===== config.mk =====
export PLATFORM = sky130hd
export DESIGN_NAME = rc_stick_arm_disarm_detector_unit
export DESIGN_NICKNAME = d
export VERILOG_FILES = /design/src/hw/rtl/rcsad_pkg.sv /design/src/hw/rtl/rcsad_eval.sv /design/src/hw/rtl/rc_stick_arm_disarm_detector_unit.sv
export SDC_FILE = /design/constraint.sdc
export NUM_CORES = 1
export LEC_CHECK = 0
export BUFFER_PORTS_ARGS = -buffer_cell sky130_fd_sc_hd__clkbuf_2
export CAP_MARGIN = 0
export CORE_MARGIN = 2
export CORE_UTILIZATION = 41
export DETAILED_ROUTE_END_ITERATION = 8
export PLACE_DENSITY_LB_ADDON = 0.25
export SYNTH_ARGS = -nofsm -noshare
export SYNTH_HDL_FRONTEND = slang
export SYNTH_SLANG_ARGS = --single-unit

===== constraint.sdc =====
create_clock -name clk -period 13.65 [get_ports clk]
set_input_delay 2.73 -clock clk [delete_from_list [all_inputs] [get_ports clk]]
set_output_delay 2.73 -clock clk [all_outputs]
set_load 0.01 [all_outputs]

===== src/hw/rtl/rcsad_pkg.sv =====
package rcsad_pkg;

    localparam int PULSE_W    = 12;
    localparam int COUNT_W    = 16;
    localparam int CFG_DATA_W = 16;
    localparam int CFG_IDX_W  = 2;

    localparam logic [PULSE_W-1:0] FAILSAFE_YAW_BELOW    = 12'd1100;
    localparam logic [PULSE_W-1:0] FAILSAFE_OTHERS_ABOVE = 12'd1900;

    localparam logic [PULSE_W-1:0] STICK_LOW_RESET   = 12'd1200;
    localparam logic [PULSE_W-1:0] STICK_HIGH_RESET  = 12'd1800;
    localparam logic [COUNT_W-1:0] ARM_HOLD_RESET    = 16'd1000;
    localparam logic [COUNT_W-1:0] DISARM_HOLD_RESET = 16'd500;

    typedef enum logic [CFG_IDX_W-1:0] {
        CFG_STICK_LOW   = 2'd0,
        CFG_STICK_HIGH  = 2'd1,
        CFG_ARM_HOLD    = 2'd2,
        CFG_DISARM_HOLD = 2'd3
    } cfg_index_t;

    typedef struct packed {
        logic [PULSE_W-1:0] yaw_pulse;
        logic [PULSE_W-1:0] throttle_pulse;
        logic [PULSE_W-1:0] roll_pulse;
        logic [PULSE_W-1:0] pitch_pulse;
    } stick_word_t;

    typedef struct packed {
        logic armed;
        logic arm_event;
        logic disarm_event;
        logic led_toggle;
        logic link_ok;
    } status_word_t;

    typedef struct packed {
        logic [PULSE_W-1:0] stick_low_limit;
        logic [PULSE_W-1:0] stick_high_limit;
        logic [COUNT_W-1:0] arm_hold_ticks;
        logic [COUNT_W-1:0] disarm_hold_ticks;
    } cfg_t;

endpackage


===== src/hw/rtl/rcsad_eval.sv =====
module rcsad_eval #(
    parameter int BLINK_PERIOD = 20
) (
    input  logic                  clk,
    input  logic                  rst_n,
    input  logic                  en,
    input  rcsad_pkg::stick_word_t stick,
    input  rcsad_pkg::cfg_t       cfg,
    output rcsad_pkg::status_word_t status
);
    import rcsad_pkg::*;

    localparam int PHASE_W = (BLINK_PERIOD > 1) ? $clog2(BLINK_PERIOD) : 1;
    localparam logic [PHASE_W-1:0] PHASE_LAST = PHASE_W'(BLINK_PERIOD - 1);
    localparam logic [COUNT_W-1:0] COUNT_MAX  = {COUNT_W{1'b1}};

    logic               armed_reg,        armed_next;
    logic [COUNT_W-1:0] arm_cnt_reg,      arm_cnt_next;
    logic [PHASE_W-1:0] arm_phase_reg,    arm_phase_next;
    logic [COUNT_W-1:0] disarm_cnt_reg,   disarm_cnt_next;
    logic [PHASE_W-1:0] disarm_phase_reg, disarm_phase_next;

    logic               left_arm, right_arm, disarm_gesture;
    logic [COUNT_W-1:0] cnt_step;
    logic [PHASE_W-1:0] phase_step;
    logic [COUNT_W-1:0] active_cnt;
    logic [PHASE_W-1:0] active_phase;
    logic               arm_event, disarm_event, led_toggle, link_ok;

    // phase tracks count modulo the blink period, wrap of count included
    always_comb
    begin
        active_cnt   = armed_reg ? disarm_cnt_reg : arm_cnt_reg;
        active_phase = armed_reg ? disarm_phase_reg : arm_phase_reg;
        cnt_step     = active_cnt + 1'b1;
        if (active_cnt == COUNT_MAX || active_phase == PHASE_LAST)
        begin
            phase_step = '0;
        end
        else
        begin
            phase_step = active_phase + 1'b1;
        end
    end

    assign left_arm = (stick.yaw_pulse < cfg.stick_low_limit)
                   && (stick.throttle_pulse < cfg.stick_low_limit);
    assign right_arm = (stick.roll_pulse < cfg.stick_low_limit)
                    && (stick.pitch_pulse > cfg.stick_high_limit);
    assign disarm_gesture = (stick.yaw_pulse > cfg.stick_high_limit)
                         && (stick.throttle_pulse < cfg.stick_low_limit);

    always_comb
    begin
        armed_next        = armed_reg;
        arm_cnt_next      = arm_cnt_reg;
        arm_phase_next    = arm_phase_reg;
        disarm_cnt_next   = disarm_cnt_reg;
        disarm_phase_next = disarm_phase_reg;
        arm_event         = 1'b0;
        disarm_event      = 1'b0;
        led_toggle        = 1'b0;
        if (!armed_reg)
        begin
            if (left_arm)
            begin
                if (right_arm)
                begin
                    arm_cnt_next   = cnt_step;
                    arm_phase_next = phase_step;
                    led_toggle     = (phase_step == '0);
                end
            end
            else
            begin
                arm_cnt_next   = '0;
                arm_phase_next = '0;
            end
            if (arm_cnt_next > cfg.arm_hold_ticks)
            begin
                arm_cnt_next   = '0;
                arm_phase_next = '0;
                armed_next     = 1'b1;
                arm_event      = 1'b1;
            end
        end
        else
        begin
            if (disarm_gesture)
            begin
                disarm_cnt_next   = cnt_step;
                disarm_phase_next = phase_step;
                led_toggle        = (phase_step == '0);
            end
            else
            begin
                disarm_cnt_next   = '0;
                disarm_phase_next = '0;
            end
            if (disarm_cnt_next == cfg.disarm_hold_ticks)
            begin
                disarm_cnt_next   = '0;
                disarm_phase_next = '0;
                armed_next        = 1'b0;
                disarm_event      = 1'b1;
            end
        end
    end

    assign link_ok = !((stick.yaw_pulse < FAILSAFE_YAW_BELOW)
                    && (stick.throttle_pulse > FAILSAFE_OTHERS_ABOVE)
                    && (stick.roll_pulse > FAILSAFE_OTHERS_ABOVE)
                    && (stick.pitch_pulse > FAILSAFE_OTHERS_ABOVE));

    assign status = {armed_next, arm_event, disarm_event, led_toggle, link_ok};

    always_ff @(posedge clk or negedge rst_n)
    begin
        if (!rst_n)
        begin
            armed_reg        <= 1'b0;
            arm_cnt_reg      <= '0;
            arm_phase_reg    <= '0;
            disarm_cnt_reg   <= '0;
            disarm_phase_reg <= '0;
        end
        else if (en)
        begin
            armed_reg        <= armed_next;
            arm_cnt_reg      <= arm_cnt_next;
            arm_phase_reg    <= arm_phase_next;
            disarm_cnt_reg   <= disarm_cnt_next;
            disarm_phase_reg <= disarm_phase_next;
        end
    end

endmodule


===== src/hw/rtl/rc_stick_arm_disarm_detector_unit.sv =====
// Stick gesture arming detector. Each stick word is one control tick with four receiver
// pulse widths; each tick yields exactly one status word. A tick passes through an input
// register and the arming logic into an output register, and one tick is accepted every
// cycle, limited only by the status consumer. While a finished status word waits, the
// input register still takes one more tick and then holds it, so stick_ready follows
// status_ready from there on. Configuration writes take effect at once and are meant to
// be made while no tick is in flight.
module rc_stick_arm_disarm_detector_unit #(
    parameter int BLINK_PERIOD = 20
) (
    input  logic                              clk,
    input  logic                              rst_n,
    input  logic                              stick_valid,
    output logic                              stick_ready,
    input  rcsad_pkg::stick_word_t            stick,
    output logic                              status_valid,
    input  logic                              status_ready,
    output rcsad_pkg::status_word_t           status,
    input  logic                              cfg_we,
    input  logic [rcsad_pkg::CFG_IDX_W-1:0]   cfg_index,
    input  logic [rcsad_pkg::CFG_DATA_W-1:0]  cfg_data
);
    import rcsad_pkg::*;

    cfg_t         cfg_reg;
    stick_word_t  stick_reg;
    logic         stick_valid_reg;
    status_word_t status_reg;
    logic         status_valid_reg;
    status_word_t status_calc;
    logic         advance;

    assign advance      = stick_valid_reg && (!status_valid_reg || status_ready);
    assign stick_ready  = !stick_valid_reg || advance;
    assign status_valid = status_valid_reg;
    assign status       = status_reg;

    always_ff @(posedge clk or negedge rst_n)
    begin
        if (!rst_n)
        begin
            cfg_reg.stick_low_limit   <= STICK_LOW_RESET;
            cfg_reg.stick_high_limit  <= STICK_HIGH_RESET;
            cfg_reg.arm_hold_ticks    <= ARM_HOLD_RESET;
            cfg_reg.disarm_hold_ticks <= DISARM_HOLD_RESET;
        end
        else if (cfg_we)
        begin
            case (cfg_index_t'(cfg_index))
                CFG_STICK_LOW:   cfg_reg.stick_low_limit   <= cfg_data[PULSE_W-1:0];
                CFG_STICK_HIGH:  cfg_reg.stick_high_limit  <= cfg_data[PULSE_W-1:0];
                CFG_ARM_HOLD:    cfg_reg.arm_hold_ticks    <= cfg_data[COUNT_W-1:0];
                CFG_DISARM_HOLD: cfg_reg.disarm_hold_ticks <= cfg_data[COUNT_W-1:0];
                default:         cfg_reg <= cfg_reg;
            endcase
        end
    end

    // input register
    always_ff @(posedge clk or negedge rst_n)
    begin
        if (!rst_n)
        begin
            stick_valid_reg <= 1'b0;
        end
        else if (stick_ready)
        begin
            stick_valid_reg <= stick_valid;
        end
    end

    always_ff @(posedge clk)
    begin
        if (stick_valid && stick_ready)
        begin
            stick_reg <= stick;
        end
    end

    rcsad_eval #(
        .BLINK_PERIOD (BLINK_PERIOD)
    ) u_eval (
        .clk    (clk),
        .rst_n  (rst_n),
        .en     (advance),
        .stick  (stick_reg),
        .cfg    (cfg_reg),
        .status (status_calc)
    );

    // output register
    always_ff @(posedge clk or negedge rst_n)
    begin
        if (!rst_n)
        begin
            status_valid_reg <= 1'b0;
        end
        else if (advance)
        begin
            status_valid_reg <= 1'b1;
        end
        else if (status_ready)
        begin
            status_valid_reg <= 1'b0;
        end
    end

    always_ff @(posedge clk)
    begin
        if (advance)
        begin
            status_reg <= status_calc;
        end
    end

endmodule

==> results of run 1 <==
[worst paths after layout]
check	end	slack, ns	depth (start not counted)	from
max reg2reg	u_eval.arm_phase_reg[0]	8.56	21	cfg_reg[45]
max	stick_ready	7.79	3	status_ready
min reg2reg	u_eval.disarm_phase_reg[1]	0.49	1	u_eval.disarm_phase_reg[1]
min in group asynchronous	u_eval.disarm_phase_reg[0]	2.20	1	rst_n
max in group asynchronous	cfg_reg[13]	10.16	2	rst_n
min	u_eval.disarm_phase_reg[1]	0.49	1	u_eval.disarm_phase_reg[1]
[per-stage QoR]
stage / power [uW] / worst slack (ns) / area [sq um]
3_3_place_gp: 920.0 / 7.790 / 9523
3_5_place_dp: 928.2 / 7.789 / 9523
4_1_cts: 1440 / 7.784 / 10160
2_1_floorplan: 821.6 / 7.981 / 8845
6_report: 1427 / 7.788 / 10160
5_1_grt: 1509 / 7.720 / 10160
[cell usage in the layout (no fill, tap or decap), types with 19 or more instances in the layout]
| cell | synthesis | routed |
|---|---|---|
| dfrtp_1 | 81 | 81 |
| clkbuf_2 | 0 | 76 |
| ha_1 | 75 | 75 |
| nand2_1 | 59 | 59 |
| inv_1 | 55 | 55 |
| edfxtp_1 | 53 | 53 |
| mux2_2 | 47 | 47 |
| nor2_1 | 43 | 42 |
| o21ai_0 | 40 | 40 |
| mux2i_1 | 29 | 29 |
| a21o_1 | 25 | 25 |
| dfstp_2 | 20 | 20 |
| nand3_1 | 19 | 19 |
[cell type report]
class                      instances  area (sq um)
tap                              275         344.1
timing repair buffer              86         455.4
inverter                          55         206.4
sequential                       154          4144
clock buffer                      18         429.2
multi-input combinational        571          4373
fill                            1983         10930
clock inverter                    14         206.4
[layer usage]
metal  up-vias  GRT usage, %  part of all wire (%)
met5         -             0                     0
met1      3064         24.35                    45
met2       139         32.70                    48
met4         0         6.682                   2.6
li1       3153             -                     -
met3        30         4.428                   4.4
[cell families (layout without fill, tap and decap cells)]
group	Yosys count	after routing
flip-flops	154	154
adder cells (fa/ha/maj)	75	75
multiplexers	76	76
AND/OR/NAND/NOR	217	217
XOR/XNOR	25	25
AO/OA/AOI/OAI	178	178
buffers and inverters	84	173
[power by group through the flow]
stage	clock network, uW	logic (uW)	registers, uW
2_1_floorplan	0	236	585
3_3_place_gp	0	323	596
5_1_grt	539	372	598
3_5_place_dp	0	329	599
6_report	508	329	591
4_1_cts	517	332	591
[synth_stat cells (3+ instances only)]
master    number
or3_1          3
o32ai_1        9
nor2_1        43
nand4_1       16
a22o_1        13
nor3_1        17
a31oi_1        8
and2_1         3
buf_1          4
a21o_1        25
xor2_1        13
o21ai_0       40
a21oi_1       18
and3_1        10
nor2b_1        4
xnor2_1       11
a41oi_1        4
nand2_1       59
nor3b_1        5
mux2_2        47
o21ai_1        4
clkbuf_1      16
buf_2          5
o22ai_1        5
inv_1         55
nand3_1       19
o211ai_1       5
nand2b_1      13
a211oi_1       9
nand3b_1       9
ha_1          75
a32o_1        10
edfxtp_1      53
o21a_1         4
dfrtp_1       81
dfstp_2       20
mux2i_1       29
nand4b_1       3
a22oi_1        4
==> flow_metrics.tcl, run 1 <==
set metrics [dict create \
    critPathBufInv 2 \
    path_max_fanout 3 \
    wl_per_cell_um 17.53 \
    max_freq_ghz 0.1706 \
    drt-vias-per-instance 5.444 \
    antenna_cells 0 \
    cts_max_path_buffers 2 \
    hold_viol 0 \
    grt_max_degree 76 \
    initial_core_util_pct 41.94 \
    final_nets 1031 \
    place_hpwl_um 15350 \
    slowest_stage "nand3b_1" \
    crit_top_cell "clkbuf_2" \
    fin_cells 1173 \
    yosysSeqAreaShare_pct 46.85 \
    antenna_found_initial 0 \
    synth_top_family_by_area "compound AO/OA/AOI/OAI gates" \
    slew_headroom_pct 31.67 \
    swShare_pct 31.00 \
    ys_top_cells_by_area "dfrtp_1 (23%), edfxtp_1 (18%), ha_1 (11%)" \
    area_growth_pct 14.85 \
    maxCapViolCount 0 \
    cts_buffers 17 \
    hold_slack_ns 0.4917 \
    ys.flop_type "dfrtp_1" \
    period_minus_slack_ns 5.862 \
    required_ns 10.92 \
    crit_arrival_ns 3.13 \
    ant_nets 0 \
    largest_register_ffs 56 \
    p_leak_uw 0.004513 \
    crit_type "in2out" \
    setup-tns-final_ns 0 \
    p_int_uw 984.9 \
    globalplace.congestion 0.8063 \
    ctsRootBufferMaster "clkbuf_16" \
    avgSynthCellArea_sq_um 10.93 \
    final_util_pct 48.17 \
    path_cells "clkbuf_2 -> nand3b_1 -> clkbuf_2" \
    yosysTopAreaCell "dfrtp_1" \
    synth.area.mux_share_pct 9.266 \
    worst_slew_pin_slew_ns 1.025 \
    synth-simple-area-share_pct 12.42 \
    critPathLaunchType "input pin" \
    setup_violations 0 \
    drtIter0Drc 284 \
    status "finished clean" \
    post-route-period-util_pct 42.95 \
    drcViolationCount 0 \
    clk_latency_ns 0.44 \
    dp_cells 1141 \
    die_w_um 150.9 \
    synth_adder_area_share_pct 10.61 \
    yosys_warnings 0 \
    firstDrtPassIters 5 \
    rows 53 \
    post_cts_resized 0 \
    clkTransAtPathRegs_ns 0.07 \
    die_area_sq_um 22760 \
    hold_buffers 0 \
    finalWirelength_um 20560 \
    io_pins 78 \
    crit_family "buffers and inverters" \
    post_route_cells_drive_above_1_share_pct 21.60 \
    synth_fp_nets 955 \
    gr-usage-all-layers_pct 19.32 \
    p_per_area_nw_per_um2 140.5 \
    pwr-share-clk_pct 35.6 \
    grt_first_pass_wirelength_um 33870 \
    synth-seq-cells 154 \
    vias 6386 \
    cts_tree "built" \
    portBuffers 77 \
    synth_cell_type_count 67 \
    synth_compound_area_share_pct 14.33 \
    p_seq_share_pct 41.4 \
    netlist_instances 809 \
    grt_pass1_vias 6529 \
    hold_path.class "reg2reg" \
    ir_worst_vdd_mv 0.08353 \
    synth-async-reset-ratio_pct 65.58 \
    post-cts-setup-buffer-count 0 \
    end_kind "output port" \
    grt-ovfl-total 0 \
    rsz0062_at_grt "false" \
    die-height_um 150.9 \
    synth_top_area_share_pct 22.92 \
    p_switching_uw 442.5 \
    synth_xor_area_share_pct 2.631 \
    h-tree-depth 4 \
    core_area_sq_um 21090 \
    syn_area_sq_um 8845 \
    cp_slowest_stage_delay_ns 0.17 \
    clkSinkCount 154 \
    fin_skew_ns 0.01075 \
    synth_edf_count 53 \
    slew_violations 0 \
    pwr-share-comb_pct 23.0 \
]
No activity file was read; power rests on OpenSTA's default activity.
==> inputs of run 2 (changes only) <==
==> constraint.sdc (replaced) <==
create_clock -name clk -period 4.89 [get_ports clk]
set_input_delay 0.978 -clock clk [delete_from_list [all_inputs] [get_ports clk]]
set_output_delay 0.978 -clock clk [all_outputs]
set_load 0.01 [all_outputs]
==> run 2 against run 1 <==
- hold slack about the same
- core utilization rose by 0.14 points
- clock power increased to 2.5 times the previous value
- count of clock-buffer cells in the layout is the same
- largest cell class unchanged
- critical path depth grew 19
- global-route usage is 0.59 points higher
- sequential share of layout area decreased by 0.12 points
==> flow_metrics.tcl, run 2 (synthesized netlist as in run 1, its figures left out) <==
set metrics [dict create \
    portBuffers 77 \
    critPathBufInv 3 \
    worst_slew_pin_slew_ns 1.194 \
    slowest_stage "dfrtp_1" \
    status "finished clean" \
    crit_arrival_ns 4.84 \
    antenna_cells 0 \
    final_util_pct 48.31 \
    wl_per_cell_um 18.04 \
    final_nets 1042 \
    post_route_cells_drive_above_1_share_pct 22.55 \
    path_cells "inv_1 -> ha_1 -> a21o_1 -> a21o_1 -> a21o_1 -> a21oi_1 -> o21ai_0 -> a41oi_2 -> buf_12 -> mux2i_1 -> nor2_1 -> ha_1 -> a21o_1 -> a21o_1 -> a21oi_1 -> nor2b_1 -> o21ai_0 -> a31oi_1 -> nor2_1 -> nand4_1 -> buf_4 -> o32ai_1" \
    slew_headroom_pct 20.19 \
    die-height_um 150.9 \
    cts_tree "built" \
    r2r_slack_ns 0.37 \
    grt-busiest-layer "met2" \
    timing.rr.start "cfg_reg[45]" \
    max_freq_ghz 0.2212 \
    clkTransAtPathRegs_ns 0.07 \
    final_cell_mix "dfrtp_1 (81), clkbuf_2 (76), ha_1 (75)" \
    period_minus_slack_ns 4.520 \
    setup-tns-final_ns 0 \
    cts_max_path_buffers 2 \
    h-tree-depth 4 \
    path_max_fanout 19 \
    holdPathEnd "u_eval.disarm_phase_reg[1]" \
    core_area_sq_um 21090 \
    clk_latency_ns 0.43 \
    min_from "u_eval.disarm_phase_reg[1]" \
    place_hpwl_um 16130 \
    die_area_sq_um 22760 \
    globalRouteMet3Util_pct 4.096 \
    use_met1_pct 26.41 \
    reg2reg_to "u_eval.arm_phase_reg[1]" \
    finalWirelength_um 21360 \
    firstDrtPassIters 5 \
    grt_first_pass_wirelength_um 34380 \
    drtIter0Drc 381 \
    grt-ovfl-total 0 \
    fin_skew_ns 0.01322 \
    crit_type "reg2reg" \
    hold_buffers 0 \
    end_kind "flop" \
    vias 6506 \
    hold_path.class "reg2reg" \
    fin_cells 1184 \
    final_common_cell "dfrtp_1" \
    post-route-period-util_pct 92.44 \
    globalplace.congestion 0.8815 \
    crit_top_cell "a21o_1" \
    ir_worst_vdd_mv 0.1879 \
    crit_family "compound AO/OA/AOI/OAI gates" \
    p_leak_uw 0.004530 \
    antenna_found_initial 0 \
    ctsRootBufferMaster "clkbuf_16" \
    slew_violations 0 \
    required_ns 5.21 \
    p_per_area_nw_per_um2 381.7 \
    grt_pass1_vias 6444 \
    area_growth_pct 15.18 \
    io_pins 78 \
    rows 53 \
    setup_violations 0 \
    drcViolationCount 0 \
    rsz0062_at_grt "false" \
    gr-usage-all-layers_pct 19.90 \
    hold_path_depth 1 \
    die_w_um 150.9 \
    critPathLaunchType "flop" \
    cts_buffers 17 \
    ant_nets 0 \
    use_met2_pct 33.32 \
    initial_core_util_pct 41.94 \
    reg2regPathDepth 22 \
    largest_register_ffs 56 \
    drt-vias-per-instance 5.495 \
    grt_max_degree 72 \
    dp_cells 1151 \
    hold_viol 0 \
    cp_slowest_stage_delay_ns 0.36 \
    maxCapViolCount 0 \
    clkSinkCount 154 \
]
run 2: area by class of cell:
| type | count | area [sq um] |
|---|---|---|
| Inverter | 55 | 206.4 |
| Sequential cell | 154 | 4144 |
| Clock inverter | 14 | 137.6 |
| Fill cell | 1977 | 10900 |
| Tap cell | 275 | 344.1 |
| Multi-Input combinational cell | 571 | 4375 |
| Timing Repair Buffer | 97 | 550.5 |
| Clock buffer | 18 | 429.2 |
run 2: worst reg2reg max path: stages, from the launching register on:
cell     delay [ns]
dfrtp_1        0.36
inv_1          0.12
ha_1           0.25
a21o_1         0.15
a21o_1         0.17
a21o_1         0.17
a21oi_1        0.21
o21ai_0        0.18
a41oi_2        0.28
buf_12         0.21
mux2i_1        0.25
nor2_1         0.07
ha_1           0.30
a21o_1         0.18
a21o_1         0.17
a21oi_1        0.14
nor2b_1        0.06
o21ai_0        0.20
a31oi_1        0.14
nor2_1         0.27
nand4_1        0.14
buf_4          0.19
o32ai_1        0.23
run 2: metal layers:
metal  routed length, um  up-vias
met5                   0        -
met4                 295        0
met3                 769       18
met2               10480      125
met1                9820     3178
li1                    -     3185
run 2: worst max-delay path by stage:
stage	startpoint	endpoint	slack (ns)	depth (start not counted)
6_report	cfg_reg[45]	u_eval.arm_phase_reg[1]	0.37	22
5_1_grt	cfg_reg[45]	u_eval.arm_phase_reg[1]	0.04	22
4_1_cts	cfg_reg[45]	u_eval.arm_cnt_reg[5]	0.18	21
3_5_place_dp	cfg_reg[45]	u_eval.arm_cnt_reg[11]	0.24	21
3_3_place_gp	cfg_reg[45]	u_eval.arm_cnt_reg[12]	0.32	21
2_1_floorplan	cfg_reg[45]	u_eval.arm_phase_reg[0]	0.35	22
run 2: power by group:
part | total [uW] | switching (uW) | internal, uW
registers | 1660 | 125 | 1530
logic | 942 | 533 | 409
clock network | 1290 | 576 | 714
total | 3890 | 1230 | 2650
run 2: repair_timing:
| action | in CTS | in global routing |
|---|---|---|
| setup buffers | 0 | 1 |
| endpoints found under the setup margin | 0 | 17 |
| gates resized for setup | 0 | 1 |
run 2: stage by stage:
stage | cell area, sq um | worst slack, ns | hold slack [ns] | power [uW]
finish | 10190 | 0.3695 | 0.4921 | 3889
detailed placement | 9608 | 0.2393 | 0.4812 | 2620
floorplan | 8845 | 0.3487 | 0.4569 | 2293
global route | 10190 | 0.03713 | 0.5121 | 4116
CTS | 10170 | 0.1793 | 0.4962 | 3918
global placement | 9608 | 0.3249 | 0.4692 | 2602
==> inputs of run 3 (changes only) <==
--- a/config.mk
+++ b/config.mk
@@ -10,6 +10,7 @@
 export CORE_MARGIN = 2
 export CORE_UTILIZATION = 41
 export DETAILED_ROUTE_END_ITERATION = 8
+export MAX_ROUTING_LAYER = met4
 export PLACE_DENSITY_LB_ADDON = 0.25
 export SYNTH_ARGS = -nofsm -noshare
 export SYNTH_HDL_FRONTEND = slang
==> run 3 against run 2 <==
- total power hardly changed
- critical path depth stayed put
- core utilization stayed put
- clock skew is 0.0032 ns lower
- largest cell class unchanged
==> flow_metrics.tcl, run 3 (synthesized netlist as in run 1, its figures left out) <==
set metrics [dict create \
    end_kind "flop" \
    slew_violations 0 \
    rsz0062_at_grt "false" \
    maxCapViolCount 0 \
    fillers 1977 \
    core_area_sq_um 21090 \
    crit_arrival_ns 4.86 \
    rows 53 \
    fin_cells 1184 \
    clkTransAtPathRegs_ns 0.07 \
    multi_input_comb_area_sq_um 4375 \
    drcViolationCount 0 \
    firstDrtPassIters 4 \
    p_leak_uw 0.004530 \
    max_freq_ghz 0.2201 \
    io_pins 78 \
    largest_register_ffs 56 \
    cts_max_path_buffers 2 \
    vias 6504 \
    portBuffers 77 \
    cts_buffers 17 \
    crit_type "reg2reg" \
    status "finished clean" \
    period_minus_slack_ns 4.544 \
    final_common_cell "dfrtp_1" \
    gr-usage-all-layers_pct 20.47 \
    antenna_cells 0 \
    die-height_um 150.9 \
    h-tree-depth 4 \
    clk_latency_ns 0.43 \
    wl_per_cell_um 18.06 \
    clkSinkCount 154 \
    dp_cells 1151 \
    post_route_cells_drive_above_1_share_pct 22.55 \
    setup_violations 0 \
    die_w_um 150.9 \
    hold_buffers 0 \
    initial_core_util_pct 41.94 \
    final_nets 1042 \
    finalWirelength_um 21390 \
    grt-ovfl-total 0 \
    path_max_fanout 19 \
    fin_skew_ns 0.01003 \
    globalplace.congestion 0.8962 \
    seqCellArea_sq_um 4144 \
    setup-tns-final_ns 0 \
    grt_first_pass_wirelength_um 34420 \
    drt-vias-per-instance 5.493 \
    hold_path.class "reg2reg" \
    worst_slew_pin_slew_ns 1.215 \
    fin_ws_ns 0.3460 \
    drtIter0Drc 395 \
    required_ns 5.21 \
    area_growth_pct 15.18 \
    grt_max_degree 72 \
    cts_tree "built" \
    ir_worst_vdd_mv 0.1878 \
    slew_headroom_pct 18.81 \
    critPathLaunchType "flop" \
    final_cell_mix "dfrtp_1 (81), clkbuf_2 (76), ha_1 (75)" \
    hold_path_depth 1 \
    ctsRootBufferMaster "clkbuf_16" \
    place_hpwl_um 16130 \
    grt_pass1_vias 6435 \
    hold_viol 0 \
    place_ws_ns 0.2393 \
    antenna_found_initial 0 \
    ant_nets 0 \
    post-route-period-util_pct 92.92 \
    die_area_sq_um 22760 \
    reg2regPathDepth 22 \
    p_per_area_nw_per_um2 381.4 \
]
## run 3: metal layers
| layer | wire length [um] | vias to the layer above | GRT usage, % |
|---|---|---|---|
| met5 | 0 | - | - |
| met1 | 9980 | 3161 | 26.58 |
| met3 | 699 | 19 | 3.795 |
| met4 | 299 | 0 | 5.187 |
| met2 | 10410 | 139 | 33.27 |
| li1 | - | 3185 | - |
## run 3: what timing repair did
item | 4_1_cts | 5_1_grt
buffers inserted | 0 | 1
setup endpoints to repair | 0 | 17
gates resized for setup | 0 | 1
## run 3: cell type report
class / count / share of cell area, %
multi-input combinational: 571 / 42.95
sequential: 154 / 40.68
inverter: 55 / 2.027
clock inverter: 14 / 1.351
tap: 275 / 3.378
clock buffer: 18 / 4.213
timing repair buffer: 97 / 5.404
## run 3: where the power goes
part           internal [uW]  leakage, uW  total [uW]  switching, uW
clock                    714     0.000272        1290            575
combinational            409      0.00251         941            532
sequential              1530      0.00175        1660            125
total                   2650      0.00453        3890           1230
## run 3: stage by stage
step / utilization (%) / instance area [sq um] / hold WS (ns) / total power, uW
4_1_cts: 48.25 / 10170 / 0.4962 / 3918
6_report: 48.31 / 10190 / 0.4925 / 3886
3_5_place_dp: 45.56 / 9608 / 0.4812 / 2620
5_1_grt: 48.31 / 10190 / 0.5121 / 4117
2_1_floorplan: - / 8845 / 0.4569 / 2293
3_3_place_gp: 45.56 / 9608 / 0.4692 / 2602
## run 3: final timing paths
check	startpoint	endpoint	slack [ns]
setup / recovery	cfg_reg[45]	u_eval.arm_phase_reg[1]	0.35
hold / removal	u_eval.disarm_phase_reg[1]	u_eval.disarm_phase_reg[1]	0.49
setup reg to reg	cfg_reg[45]	u_eval.arm_phase_reg[1]	0.35
hold reg to reg	u_eval.disarm_phase_reg[1]	u_eval.disarm_phase_reg[1]	0.49
max in group asynchronous	rst_n	cfg_reg[23]	3.22
min in group asynchronous	rst_n	u_eval.disarm_phase_reg[2]	0.68
## run 3: worst max-delay path: stages (launching register included)
cell and delay [ns]:
dfrtp_1 0.36, inv_1 0.12, ha_1 0.25, a21o_1 0.15
a21o_1 0.17, a21o_1 0.17, a21oi_1 0.21, o21ai_0 0.18
a41oi_2 0.28, buf_12 0.21, mux2i_1 0.24, nor2_1 0.06
ha_1 0.30, a21o_1 0.18, a21o_1 0.17, a21oi_1 0.14
nor2b_1 0.06, o21ai_0 0.22, a31oi_1 0.15, nor2_1 0.27
nand4_1 0.13, buf_4 0.19, o32ai_1 0.23
